--- config.mk ---
export PLATFORM = sky130hd
export DESIGN_NAME = ber_tlv_header_parser_flat
export DESIGN_NICKNAME = d
export VERILOG_FILES = /design/src/btlv_pkg.sv /design/src/btlv_if.sv /design/src/ber_tlv_header_parser.sv /design/src/btlv_decode.sv /design/src/flat_wrapper.sv
export VERILOG_INCLUDE_DIRS = /design/src /design/src/src
export SDC_FILE = /design/constraint.sdc
export NUM_CORES = 1
export LEC_CHECK = 0
export ABC_AREA = 1
export BUFFER_PORTS_ARGS = -buffer_cell sky130_fd_sc_hd__buf_2
export CAP_MARGIN = 20
export CORE_MARGIN = 2
export CORE_UTILIZATION = 45
export DETAILED_ROUTE_END_ITERATION = 6
export PLACE_DENSITY = 0.71
export SLEW_MARGIN = 20
export SYNTH_ARGS = -nofsm -noshare
export SYNTH_HDL_FRONTEND = slang
export SYNTH_HIERARCHICAL = 1
export SYNTH_SLANG_ARGS = --single-unit
--- constraint.sdc ---
create_clock -name clk -period 40.7 [get_ports clk]
set_input_delay 2.035 -clock clk [delete_from_list [all_inputs] [get_ports clk]]
set_output_delay 2.035 -clock clk [all_outputs]
set_load 0.05 [all_outputs]
--- src/ber_tlv_header_parser_assert.svh ---
// ----------------------------------------------------------------------------
// BER TLV header parser assertion macros
// Clocked assertion shorthands with a synchronous active-low reset disable.
// ----------------------------------------------------------------------------
`ifndef BER_TLV_HEADER_PARSER_ASSERT_SVH
`define BER_TLV_HEADER_PARSER_ASSERT_SVH

// same-cycle implication
`define BTLV_ASSERT_NOW(label, clk, rst_n, ante, cons, msg) \
  label: assert property (@(posedge clk) disable iff (!rst_n) (ante) |-> (cons)) \
    else $error(msg);

// next-cycle implication
`define BTLV_ASSERT_NEXT(label, clk, rst_n, ante, cons, msg) \
  label: assert property (@(posedge clk) disable iff (!rst_n) (ante) |=> (cons)) \
    else $error(msg);

`endif

--- src/btlv_pkg.sv ---
`timescale 1ns / 1ps
// ----------------------------------------------------------------------------
// BER TLV header parser package
// Shared widths, codes, state and result types for the parser.
// ----------------------------------------------------------------------------
package btlv_pkg;

  localparam int MAX_LEN_OCTETS = 8;
  localparam int TAG_BITS       = 32;
  localparam int LEN_BITS       = 64;
  localparam int OCT_CNT_BITS   = 4;

  localparam logic [7:0] ID_CLASS_MASK = 8'hC0;
  localparam logic [7:0] ID_CONS_MASK  = 8'h20;
  localparam logic [4:0] ID_HIGH_TAG   = 5'h1F;
  localparam logic [7:0] LEN_INDEF     = 8'h80;
  localparam logic [7:0] LEN_RESERVED  = 8'hFF;

  typedef enum logic [2:0] {
    PH_ID   = 3'd0,
    PH_TAG  = 3'd1,
    PH_LEN  = 3'd2,
    PH_LONG = 3'd3,
    PH_DATA = 3'd4
  } phase_t;

  typedef enum logic [1:0] {
    KIND_HEADER  = 2'd0,
    KIND_CONTENT = 2'd1,
    KIND_ERROR   = 2'd2
  } kind_t;

  typedef enum logic [1:0] {
    ERR_NONE     = 2'd0,
    ERR_LEN_OCTS = 2'd1,
    ERR_RESERVED = 2'd2,
    ERR_TAG_OVF  = 2'd3
  } err_t;

  typedef struct packed {
    phase_t                    phase;
    logic [1:0]                cls;
    logic                      cons;
    logic [TAG_BITS-1:0]       tag;
    logic [LEN_BITS-1:0]       len;
    logic [OCT_CNT_BITS-1:0]   octs_left;
    logic [LEN_BITS-1:0]       content_left;
  } parse_state_t;

  typedef struct packed {
    kind_t                 kind;
    logic [1:0]            tag_class;
    logic                  constructed;
    logic [31:0]           tag_number;
    logic [LEN_BITS-1:0]   content_length;
    logic                  indefinite;
    logic [7:0]            data_byte;
    logic                  last;
    err_t                  error_code;
  } result_t;

endpackage

--- src/btlv_if.sv ---
`timescale 1ns / 1ps
// ----------------------------------------------------------------------------
// BER TLV header parser channel interfaces
// Valid/ready channels for input octets and parse results.
// ----------------------------------------------------------------------------
interface btlv_in_if;
  logic       valid;
  logic       ready;
  logic [7:0] in_byte;

  modport source (output valid, output in_byte, input ready);
  modport sink   (input valid, input in_byte, output ready);
endinterface

interface btlv_out_if;
  logic                          valid;
  logic                          ready;
  logic [1:0]                    kind;
  logic [1:0]                    tag_class;
  logic                          constructed;
  logic [31:0]                   tag_number;
  logic [btlv_pkg::LEN_BITS-1:0] content_length;
  logic                          indefinite;
  logic [7:0]                    data_byte;
  logic                          last;
  logic [1:0]                    error_code;

  modport source (output valid, output kind, output tag_class, output constructed,
                  output tag_number, output content_length, output indefinite,
                  output data_byte, output last, output error_code, input ready);
  modport sink   (input valid, input kind, input tag_class, input constructed,
                  input tag_number, input content_length, input indefinite,
                  input data_byte, input last, input error_code, output ready);
endinterface

--- src/ber_tlv_header_parser.sv ---
`timescale 1ns / 1ps
// ----------------------------------------------------------------------------
// BER TLV header parser
// Decodes BER identifier and length octets, then passes content octets.
// ----------------------------------------------------------------------------
//  channel   dir   handshake     payload
//  in_ch     in    valid/ready   in_byte (8)
//  out_ch    out   valid/ready   kind, tag_class, constructed, tag_number,
//                                content_length, indefinite, data_byte,
//                                last, error_code
//
//  One octet per cycle; a result is registered in the cycle after its octet.
//  The result register sets the rate: an octet is taken whenever the
//  register is empty or its item leaves in the same cycle.
//  Reset clears the parse phase and the result valid; no clearing pass.
//  A stall on out_ch holds in_ch ready low until the result is taken.
// ----------------------------------------------------------------------------
`include "ber_tlv_header_parser_assert.svh"

module ber_tlv_header_parser (
  input  logic       clk,
  input  logic       rst_n,
  btlv_in_if.sink    in_ch,
  btlv_out_if.source out_ch
);

  btlv_pkg::parse_state_t st_r;
  btlv_pkg::parse_state_t st_nxt;
  btlv_pkg::result_t      res_r;
  btlv_pkg::result_t      res_nxt;
  logic                   res_hit;
  logic                   out_valid_r;
  logic                   in_fire;

  assign in_ch.ready = !out_valid_r || out_ch.ready;
  assign in_fire     = in_ch.valid && in_ch.ready;

  btlv_decode u_decode (
    .st        (st_r),
    .in_byte   (in_ch.in_byte),
    .st_nxt    (st_nxt),
    .res_valid (res_hit),
    .res       (res_nxt)
  );

  always_ff @(posedge clk) begin
    if (!rst_n) begin
      st_r.phase  <= btlv_pkg::PH_ID;
      out_valid_r <= 1'b0;
    end else begin
      if (in_fire) begin
        st_r.phase  <= st_nxt.phase;
        out_valid_r <= res_hit;
      end else if (out_ch.ready) begin
        out_valid_r <= 1'b0;
      end
    end
    if (in_fire) begin
      st_r.cls          <= st_nxt.cls;
      st_r.cons         <= st_nxt.cons;
      st_r.tag          <= st_nxt.tag;
      st_r.len          <= st_nxt.len;
      st_r.octs_left    <= st_nxt.octs_left;
      st_r.content_left <= st_nxt.content_left;
      res_r             <= res_nxt;
    end
  end

  assign out_ch.valid          = out_valid_r;
  assign out_ch.kind           = res_r.kind;
  assign out_ch.tag_class      = res_r.tag_class;
  assign out_ch.constructed    = res_r.constructed;
  assign out_ch.tag_number     = res_r.tag_number;
  assign out_ch.content_length = res_r.content_length;
  assign out_ch.indefinite     = res_r.indefinite;
  assign out_ch.data_byte      = res_r.data_byte;
  assign out_ch.last           = res_r.last;
  assign out_ch.error_code     = res_r.error_code;

  `BTLV_ASSERT_NOW(a_err_back_to_id, clk, rst_n,
    out_valid_r && res_r.kind == btlv_pkg::KIND_ERROR,
    st_r.phase == btlv_pkg::PH_ID && res_r.error_code != btlv_pkg::ERR_NONE,
    "error item without return to identifier phase")
  `BTLV_ASSERT_NOW(a_content_open, clk, rst_n,
    out_valid_r && !res_r.last && res_r.kind != btlv_pkg::KIND_ERROR,
    st_r.phase == btlv_pkg::PH_DATA,
    "non-last item while no content is pending")
  `BTLV_ASSERT_NOW(a_long_count, clk, rst_n,
    st_r.phase == btlv_pkg::PH_LONG,
    st_r.octs_left != '0 &&
      st_r.octs_left <= btlv_pkg::OCT_CNT_BITS'(btlv_pkg::MAX_LEN_OCTETS),
    "length octet count out of range")
  `BTLV_ASSERT_NEXT(a_hold_on_stall, clk, rst_n,
    out_valid_r && !out_ch.ready,
    out_valid_r && $stable(st_r.phase),
    "parse state moved during output stall")

endmodule

--- src/btlv_decode.sv ---
`timescale 1ns / 1ps
// ----------------------------------------------------------------------------
// BER TLV octet decoder
// Next-state and result logic for one octet against the held parse state.
// ----------------------------------------------------------------------------
module btlv_decode (
  input  btlv_pkg::parse_state_t st,
  input  logic [7:0]             in_byte,
  output btlv_pkg::parse_state_t st_nxt,
  output logic                   res_valid,
  output btlv_pkg::result_t      res
);

  localparam int TagBits = btlv_pkg::TAG_BITS;
  localparam int LenBits = btlv_pkg::LEN_BITS;

  logic [LenBits-1:0]                 long_acc;
  logic [btlv_pkg::OCT_CNT_BITS-1:0]  octs_dec;
  logic [LenBits-1:0]                 content_dec;
  logic                               tag_ovf;
  logic                               len_too_many;
  btlv_pkg::phase_t                   phase_nxt;

  assign long_acc     = {st.len[LenBits-9:0], in_byte};
  assign octs_dec     = (st.octs_left != '0) ? st.octs_left - 1'b1 : st.octs_left;
  assign content_dec  = (st.content_left != '0) ? st.content_left - 1'b1
                                                : st.content_left;
  assign tag_ovf      = |st.tag[TagBits-1 -: 7];
  assign len_too_many = in_byte[6:0] > 7'(btlv_pkg::MAX_LEN_OCTETS);

  // phase
  always_comb begin
    phase_nxt = st.phase;
    unique case (st.phase)
      btlv_pkg::PH_ID: begin
        phase_nxt = (in_byte[4:0] == btlv_pkg::ID_HIGH_TAG) ? btlv_pkg::PH_TAG
                                                            : btlv_pkg::PH_LEN;
      end
      btlv_pkg::PH_TAG: begin
        if (tag_ovf) begin
          phase_nxt = btlv_pkg::PH_ID;
        end else if (!in_byte[7]) begin
          phase_nxt = btlv_pkg::PH_LEN;
        end
      end
      btlv_pkg::PH_LEN: begin
        priority if (!in_byte[7]) begin
          phase_nxt = (in_byte == 8'h00) ? btlv_pkg::PH_ID : btlv_pkg::PH_DATA;
        end else if (in_byte == btlv_pkg::LEN_INDEF || in_byte == btlv_pkg::LEN_RESERVED
                     || len_too_many) begin
          phase_nxt = btlv_pkg::PH_ID;
        end else begin
          phase_nxt = btlv_pkg::PH_LONG;
        end
      end
      btlv_pkg::PH_LONG: begin
        if (octs_dec == '0) begin
          phase_nxt = (long_acc == '0) ? btlv_pkg::PH_ID : btlv_pkg::PH_DATA;
        end
      end
      btlv_pkg::PH_DATA: begin
        if (content_dec == '0) begin
          phase_nxt = btlv_pkg::PH_ID;
        end
      end
      default: phase_nxt = btlv_pkg::PH_ID;
    endcase
  end

  // held fields and result
  always_comb begin
    st_nxt.phase        = phase_nxt;
    st_nxt.cls          = st.cls;
    st_nxt.cons         = st.cons;
    st_nxt.tag          = st.tag;
    st_nxt.len          = st.len;
    st_nxt.octs_left    = st.octs_left;
    st_nxt.content_left = st.content_left;
    res_valid           = 1'b0;
    res.kind            = btlv_pkg::KIND_HEADER;
    res.tag_class       = st.cls;
    res.constructed     = st.cons;
    res.tag_number      = 32'(st.tag);
    res.content_length  = '0;
    res.indefinite      = 1'b0;
    res.data_byte       = 8'h00;
    res.last            = 1'b0;
    res.error_code      = btlv_pkg::ERR_NONE;
    unique case (st.phase)
      btlv_pkg::PH_ID: begin
        st_nxt.cls          = in_byte[7:6];
        st_nxt.cons         = |(in_byte & btlv_pkg::ID_CONS_MASK);
        st_nxt.len          = '0;
        st_nxt.octs_left    = '0;
        st_nxt.content_left = '0;
        st_nxt.tag          = (in_byte[4:0] == btlv_pkg::ID_HIGH_TAG) ? '0
                                                                      : TagBits'(in_byte[4:0]);
      end
      btlv_pkg::PH_TAG: begin
        if (tag_ovf) begin
          res_valid      = 1'b1;
          res.kind       = btlv_pkg::KIND_ERROR;
          res.error_code = btlv_pkg::ERR_TAG_OVF;
        end else begin
          st_nxt.tag = {st.tag[TagBits-8:0], in_byte[6:0]};
        end
      end
      btlv_pkg::PH_LEN: begin
        priority if (!in_byte[7]) begin
          st_nxt.len          = LenBits'(in_byte);
          st_nxt.content_left = LenBits'(in_byte);
          res_valid           = 1'b1;
          res.content_length  = LenBits'(in_byte);
          res.last            = (in_byte == 8'h00);
        end else if (in_byte == btlv_pkg::LEN_INDEF) begin
          st_nxt.len     = '0;
          res_valid      = 1'b1;
          res.indefinite = 1'b1;
          res.last       = 1'b1;
        end else if (in_byte == btlv_pkg::LEN_RESERVED) begin
          res_valid      = 1'b1;
          res.kind       = btlv_pkg::KIND_ERROR;
          res.error_code = btlv_pkg::ERR_RESERVED;
        end else if (len_too_many) begin
          res_valid      = 1'b1;
          res.kind       = btlv_pkg::KIND_ERROR;
          res.error_code = btlv_pkg::ERR_LEN_OCTS;
        end else begin
          st_nxt.len       = '0;
          st_nxt.octs_left = in_byte[btlv_pkg::OCT_CNT_BITS-1:0];
        end
      end
      btlv_pkg::PH_LONG: begin
        st_nxt.len       = long_acc;
        st_nxt.octs_left = octs_dec;
        if (octs_dec == '0) begin
          st_nxt.content_left = long_acc;
          res_valid           = 1'b1;
          res.content_length  = long_acc;
          res.last            = (long_acc == '0);
        end
      end
      btlv_pkg::PH_DATA: begin
        st_nxt.content_left = content_dec;
        res_valid           = 1'b1;
        res.kind            = btlv_pkg::KIND_CONTENT;
        res.data_byte       = in_byte;
        res.last            = (content_dec == '0);
      end
      default: begin
      end
    endcase
  end

endmodule

--- src/flat_wrapper.sv ---
// flat-port wrapper written by rule: the top's interface ports become plain ports
module ber_tlv_header_parser_flat 
  (clk, rst_n, in_ch_valid, in_ch_in_byte, in_ch_ready, out_ch_valid, out_ch_kind, out_ch_tag_class, out_ch_constructed, out_ch_tag_number, out_ch_content_length, out_ch_indefinite, out_ch_data_byte, out_ch_last, out_ch_error_code, out_ch_ready);
  btlv_in_if in_ch_i ();
  btlv_out_if out_ch_i ();
  input  logic clk;
  input  logic rst_n;
  input wire logic [$bits(in_ch_i.valid)-1:0] in_ch_valid;
  input wire logic [$bits(in_ch_i.in_byte)-1:0] in_ch_in_byte;
  output wire logic [$bits(in_ch_i.ready)-1:0] in_ch_ready;
  output wire logic [$bits(out_ch_i.valid)-1:0] out_ch_valid;
  output wire logic [$bits(out_ch_i.kind)-1:0] out_ch_kind;
  output wire logic [$bits(out_ch_i.tag_class)-1:0] out_ch_tag_class;
  output wire logic [$bits(out_ch_i.constructed)-1:0] out_ch_constructed;
  output wire logic [$bits(out_ch_i.tag_number)-1:0] out_ch_tag_number;
  output wire logic [$bits(out_ch_i.content_length)-1:0] out_ch_content_length;
  output wire logic [$bits(out_ch_i.indefinite)-1:0] out_ch_indefinite;
  output wire logic [$bits(out_ch_i.data_byte)-1:0] out_ch_data_byte;
  output wire logic [$bits(out_ch_i.last)-1:0] out_ch_last;
  output wire logic [$bits(out_ch_i.error_code)-1:0] out_ch_error_code;
  input wire logic [$bits(out_ch_i.ready)-1:0] out_ch_ready;
  assign in_ch_i.valid = in_ch_valid;
  assign in_ch_i.in_byte = in_ch_in_byte;
  assign in_ch_ready = in_ch_i.ready;
  assign out_ch_valid = out_ch_i.valid;
  assign out_ch_kind = out_ch_i.kind;
  assign out_ch_tag_class = out_ch_i.tag_class;
  assign out_ch_constructed = out_ch_i.constructed;
  assign out_ch_tag_number = out_ch_i.tag_number;
  assign out_ch_content_length = out_ch_i.content_length;
  assign out_ch_indefinite = out_ch_i.indefinite;
  assign out_ch_data_byte = out_ch_i.data_byte;
  assign out_ch_last = out_ch_i.last;
  assign out_ch_error_code = out_ch_i.error_code;
  assign out_ch_i.ready = out_ch_ready;
  ber_tlv_header_parser u_core (.clk(clk), .rst_n(rst_n), .in_ch(in_ch_i), .out_ch(out_ch_i));
endmodule
==> results.tsv, run 1 <==
metric	value	unit
status	finished, final reports clean	
max_slew_margin	26.6	%
wl_met3	3.86	mm
die_h	186	um
clock_latency	550	ps
drt-met1-wl	18.0	mm
powerDensity	46.5	mW/mm2
p_total	771	uW
clock_skew	16.1	ps
fin_nets	1745	
cp-start-kind	input port	
num_vias	12644	
layout_common_cells	nand2_1, edfxtp_1, nor2_1	
io_buffers	126	
final_common_cell	nand2_1	
cts.sinks	276	
wl_met2	18.9	mm
cts_tree	yes	
layout-drive-gt1-share	12.8	%
rsz0062_at_grt	no	
via_per_inst	5.77	
grt_overflow_total	0	
pin_count	127	
fin_tns_setup	0	ps
post-route-min-period	4610	ps
synthCells	1662	
die_area	0.0346	mm2
r2r_start	u_core/st_r[46]$_DFFE_PP_	
gp_congestion	0.976	
start_util	45.7	%
fin_util	50.8	%
postCtsHoldBufs	0	
syn-cell-area	0.0149	mm2
holdWs	448	ps
area_growth	11.1	%
rr_endpoint	u_core/st_r[169]$_SDFFE_PN0P_	
max_stage_delay	220	ps
cts_resized	0	
end_kind	output pin	
antenna_cells	0	
cts_made_buffers	28	
maxSlewViolCount	0	
rows	66	
dp.cells	2142	
syn_avg_cell_area	8.97	um2
wl	41.7	mm
crit_slowest_cell	buf_2	
cp_cell_sequence	buf_2 > inv_1 > nand2_4 > buf_2	
die_x	186	um
cts_buffer_depth	3	
dr.first_iter.drc_count	1617	
cp_top_family	buffers and inverters	
fmax	217	MHz
core-area	0.0326	mm2
drc_errors	0	
root_buffer	clkbuf_16	
hp-start	u_core/st_r[144]$_DFFE_PP_	
cts_setup_buffers	0	
final_cell_count_no_fill	2193	
path_clk_slew	60	ps
r2r_slack	36880	ps
setup_viol	0	
hold_depth	0	
wl_per_cell	19.0	um
grt_first_pass_wirelength	63.6	mm
synth_nets	1677	
ant_nets	0	
grt_max_degree	190	
worstRegToRegCells	19	
cpMostUsedCell	buf_2	
ys.warnings.count	6	
min_path_type	reg2reg	
arrival	2580	ps
antenna_found_initial	1	
hold_violations	0	
routed.top_layer	met4	
holdPathEnd	u_core/out_ch.tag_number[12]$_DFFE_PP_	
p_leak	0.00668	uW
grt_use_total	23.8	%
grt_pass1_vias	11401	
critPathBufInv	3	
crit_fanout	8	
worst_pin_slew	1100	ps
dp_hpwl	29.7	mm
path_class	in2out	
firstDrtPassIters	5	
htree_levels	1	
crit_required	38660	ps
fin_crit_sh	11.3	%
max-cap-violations	0	
ir_drop	0.0000265	V
[per-stage QoR]
stage	cell area, um2	worst slack, ps
final	16600	36090
after global routing	16600	36050
after CTS	16600	36090
after detailed placement	15700	36090
after global placement	15700	36090
after floorplan	14900	17640
[report_power, final]
part / internal (uW) / switching [uW] / total [uW] / leakage (uW)
registers: 349 / 21.0 / 370 / 0.00279
clock network: 143 / 110 / 253 / 0.000431
logic: 39.1 / 109 / 148 / 0.00346
total: 531 / 240 / 771 / 0.00668
[cell type report]
class / count / area [um2]
repair buffers: 135 / 714
flip-flops and latches: 276 / 8250
multi-input cells: 1091 / 5420
clock buffers: 35 / 748
well taps: 442 / 553
inverters: 198 / 743
fillers: 2986 / 16100
clock inverters: 16 / 138
[state kept, by name, indices dropped and copies added (netlist names)]
signal                        cells
u_core/out_ch.valid               1
u_core/out_ch.tag_number         32
u_core/out_ch.indefinite          1
u_core/out_ch.content_length     64
u_core/out_ch.error_code          2
u_core/out_ch.constructed         1
u_core/out_ch.last                1
u_core/st_r                     162
u_core/out_ch.tag_class           2
u_core/out_ch.data_byte           8
u_core/out_ch.kind                2
[worst reg2reg max path, stage by stage (launching register included)]
cell	delay, ps
edfxtp_1	480
nor2_1	280
nand2_1	130
nor2_1	160
nand2_1	110
nor2_1	140
nand2_2	430
buf_4	520
nand2_1	220
nand2_1	100
nor2_1	170
nand2_1	70
nor2_1	250
nand3_1	230
nand3_1	120
nand2_1	70
inv_1	70
nand3_1	70
nand2_1	60
nor2_1	40
[metal layers]
metal,up-vias,track usage [%]
met5,-,0
met4,0,6.30
met3,59,3.62
met2,640,36.8
met1,6113,35.0
li1,5832,-
[how the worst max path moves through the flow]
stage                 startpoint                                  end  cells past startpoint
floorplan            in_ch_valid  u_core/out_ch.constructed$_DFFE_PP_                      2
global placement    out_ch_ready                          in_ch_ready                      4
detailed placement  out_ch_ready                          in_ch_ready                      4
CTS                 out_ch_ready                          in_ch_ready                      4
global route        out_ch_ready                          in_ch_ready                      4
finish              out_ch_ready                          in_ch_ready                      4
Power figures use the tool's default switching activity.
==> run 2, diff against run 1 <==
==> constraint.sdc (replaced) <==
create_clock -name clk -period 4.33 [get_ports clk]
set_input_delay 0.2165 -clock clk [delete_from_list [all_inputs] [get_ports clk]]
set_output_delay 0.2165 -clock clk [all_outputs]
set_load 0.05 [all_outputs]
==> run 2 against run 1 <==
  * Design area increased by 0.82%
  * Utilization increased by 0.42 points
  * Count of clock-buffer cells in the layout increased by 1
  * Setup slack got worse by 35000 ps
  * Clock power increased to 9.8 times the previous value
==> results.tsv, run 2 (synthesized netlist as in run 1, its figures left out) <==
metric	value	unit	change
post-route-min-period	3540	ps	
gp_congestion	0.944		-3.2%
cts.sinks	276		unchanged
cp_cell_sequence	nor2_1 > nand2_1 > nor2_1 > nand2_1 > nor2_1 > nand2_1 > nand2_1 > nand2_1 > nand2_1 > nand2_1 > nor2_1 > nand2_1 > nor2_1 > nand3_1 > nand3_1 > nand2_1 > inv_1 > nand3_1 > nand2_1 > nor2_1		
rsz0062_at_grt	no		
firstDrtPassIters	6		+1
ant_nets	0		unchanged
fmax	282	MHz	
fin_nets	1755		+0.57%
wl_met3	4.20	mm	+8.8%
min_path_type	in2reg		
crit_fanout	5		-3
die_area	0.0346	mm2	unchanged
critPathBufInv	1		-2
seq_area	0.00825	mm2	about the same
dp_hpwl	32.9	mm	+11%
root_buffer	clkbuf_16		
placed_area	0.0157	mm2	+0.38%
final_cell_count_no_fill	2204		+0.50%
postCtsHoldBufs	2		+2
nFillCells	3010		+0.80%
path_clk_slew	60	ps	about the same
cp-start-kind	flip-flop		
max_slew_margin	34.1	%	+7.5 points
cts_tree	yes		
grt_first_pass_wirelength	67.3	mm	+5.8%
hold_violations	0		unchanged
final_common_cell	nand2_1		
die_h	186	um	unchanged
multi_input_area	0.00542	mm2	about the same
start_util	45.7	%	unchanged
layout-drive-gt1-share	13.4	%	+0.55 points
cts_resized	0		unchanged
arrival	3990	ps	+1410 ps
p_leak	0.00674	uW	+0.85%
crit_slowest_cell	nor2_1		
htree_levels	1		unchanged
regMostFlops	u_core/st_r		
max-cap-violations	0		unchanged
clockPowerShare	33.6	%	+0.8 points
worst_pin_slew	986	ps	-115 ps
grt_use_total	25.8	%	+2.0 points
antenna_found_initial	1		unchanged
grt_max_degree	147		-23%
num_vias	12671		+0.21%
clock_skew	20.1	ps	+3.99 ps
end_kind	flip-flop		
dr.first_iter.drc_count	1498		-7.4%
grt_pass1_vias	11574		+1.5%
maxSlewViolCount	0		unchanged
clock_latency	560	ps	about the same
path_class	reg2reg		
die_x	186	um	unchanged
setup_viol	0		unchanged
cp_top_family	simple AND/OR/NAND/NOR gates		
dp.cells	2148		+0.28%
wl	45.3	mm	+8.7%
routed.top_layer	met5		
powerDensity	443	mW/mm2	+850%
seqPwrFrac	47.1	%	-0.9 points
max_stage_delay	550	ps	+330 ps
cts_setup_buffers	0		unchanged
pin_count	127		unchanged
wl_met2	20.1	mm	+5.9%
cts_made_buffers	30		+7.1%
layout_common_cells	nand2_1, edfxtp_1, nor2_1		
swShare	31.3	%	+0.25 points
area_growth	12.0	%	
finalInstanceArea	0.0167	mm2	+0.82%
cpMostUsedCell	nand2_1		
via_per_inst	5.75		-0.29%
switching_power	2320	uW	+870%
largest_reg_flops	162		unchanged
crit_required	4770	ps	-33,890 ps
status	finished, final reports clean		
ir_drop	0.000295	V	+1000%
core-area	0.0326	mm2	unchanged
intPower	5080	uW	+860%
io_buffers	126		unchanged
combPwrFrac	19.3	%	+0.2 points
drt-met1-wl	19.6	mm	+9.2%
drc_errors	0		unchanged
cts_buffer_depth	3		unchanged
grt_overflow_total	0		unchanged
rows	66		unchanged
wl_per_cell	20.5	um	+8.1%
fin_crit_sh	81.8	%	
run 2: path summary, 6_finish.rpt:
kind / slack (ps) / cells after the start / startpoint / to
worst max-delay path: 790 / 20 / u_core/st_r[32]$_DFFE_PP_ / u_core/st_r[169]$_SDFFE_PN0P_
worst max register to register: 790 / 20 / u_core/st_r[32]$_DFFE_PP_ / u_core/st_r[169]$_SDFFE_PN0P_
worst min register to register: 450 / 0 / u_core/st_r[140]$_DFFE_PP_ / u_core/out_ch.tag_number[8]$_DFFE_PP_
worst min-delay path: 30 / 3 / in_ch_in_byte[1] / u_core/st_r[65]$_DFFE_PP_
run 2: power groups by stage:
stage | Clock [uW] | Sequential [uW] | Combinational (uW)
finish | 2490 | 3490 | 1430
floorplan | 0 | 3750 | 840
CTS | 2520 | 3480 | 1410
global placement | 0 | 3530 | 1390
global route | 2620 | 3520 | 1560
detailed placement | 0 | 3540 | 1400
run 2: worst reg2reg max path: stages, from the launching register on:
cell	delay (ps)
edfxtp_1	510
nor2_1	330
nand2_1	180
nor2_1	550
nand2_1	180
nor2_1	280
nand2_1	90
nand2_1	60
nand2_1	70
nand2_1	60
nand2_1	50
nor2_1	180
nand2_1	150
nor2_1	210
nand3_1	130
nand3_1	90
nand2_1	80
inv_1	60
nand3_1	70
nand2_1	60
nor2_1	30
run 2: stage by stage:
step / TNS (ps) / power [uW] / hold slack (ps) / util, % / worst slack, ps
global placement: 0 / 4910 / 429 / 48.2 / 985
CTS: 0 / 7420 / 6.65 / 51.2 / 956
detailed placement: 0 / 4940 / 433 / 48.2 / 1030
floorplan: -301270 / 4590 / 337 / - / -1110
global route: 0 / 7690 / 18.2 / 51.2 / 729
finish: 0 / 7400 / 25.5 / 51.2 / 787
run 2: per-layer routing:
metal | track usage, % | up-vias
met4 | 8.22 | 2
met5 | 0 | -
met2 | 39.2 | 634
li1 | - | 5864
met3 | 5.13 | 86
met1 | 37.1 | 6085
run 2: final cells by class:
cell class              instances  area share, %
diodes                          1         0.0150
clock buffers                  36           4.76
clock inverters                17          0.929
inverters                     198           4.45
multi-input cells            1091           32.4
flip-flops and latches        276           49.4
well taps                     442           3.31
repair buffers                143           4.72
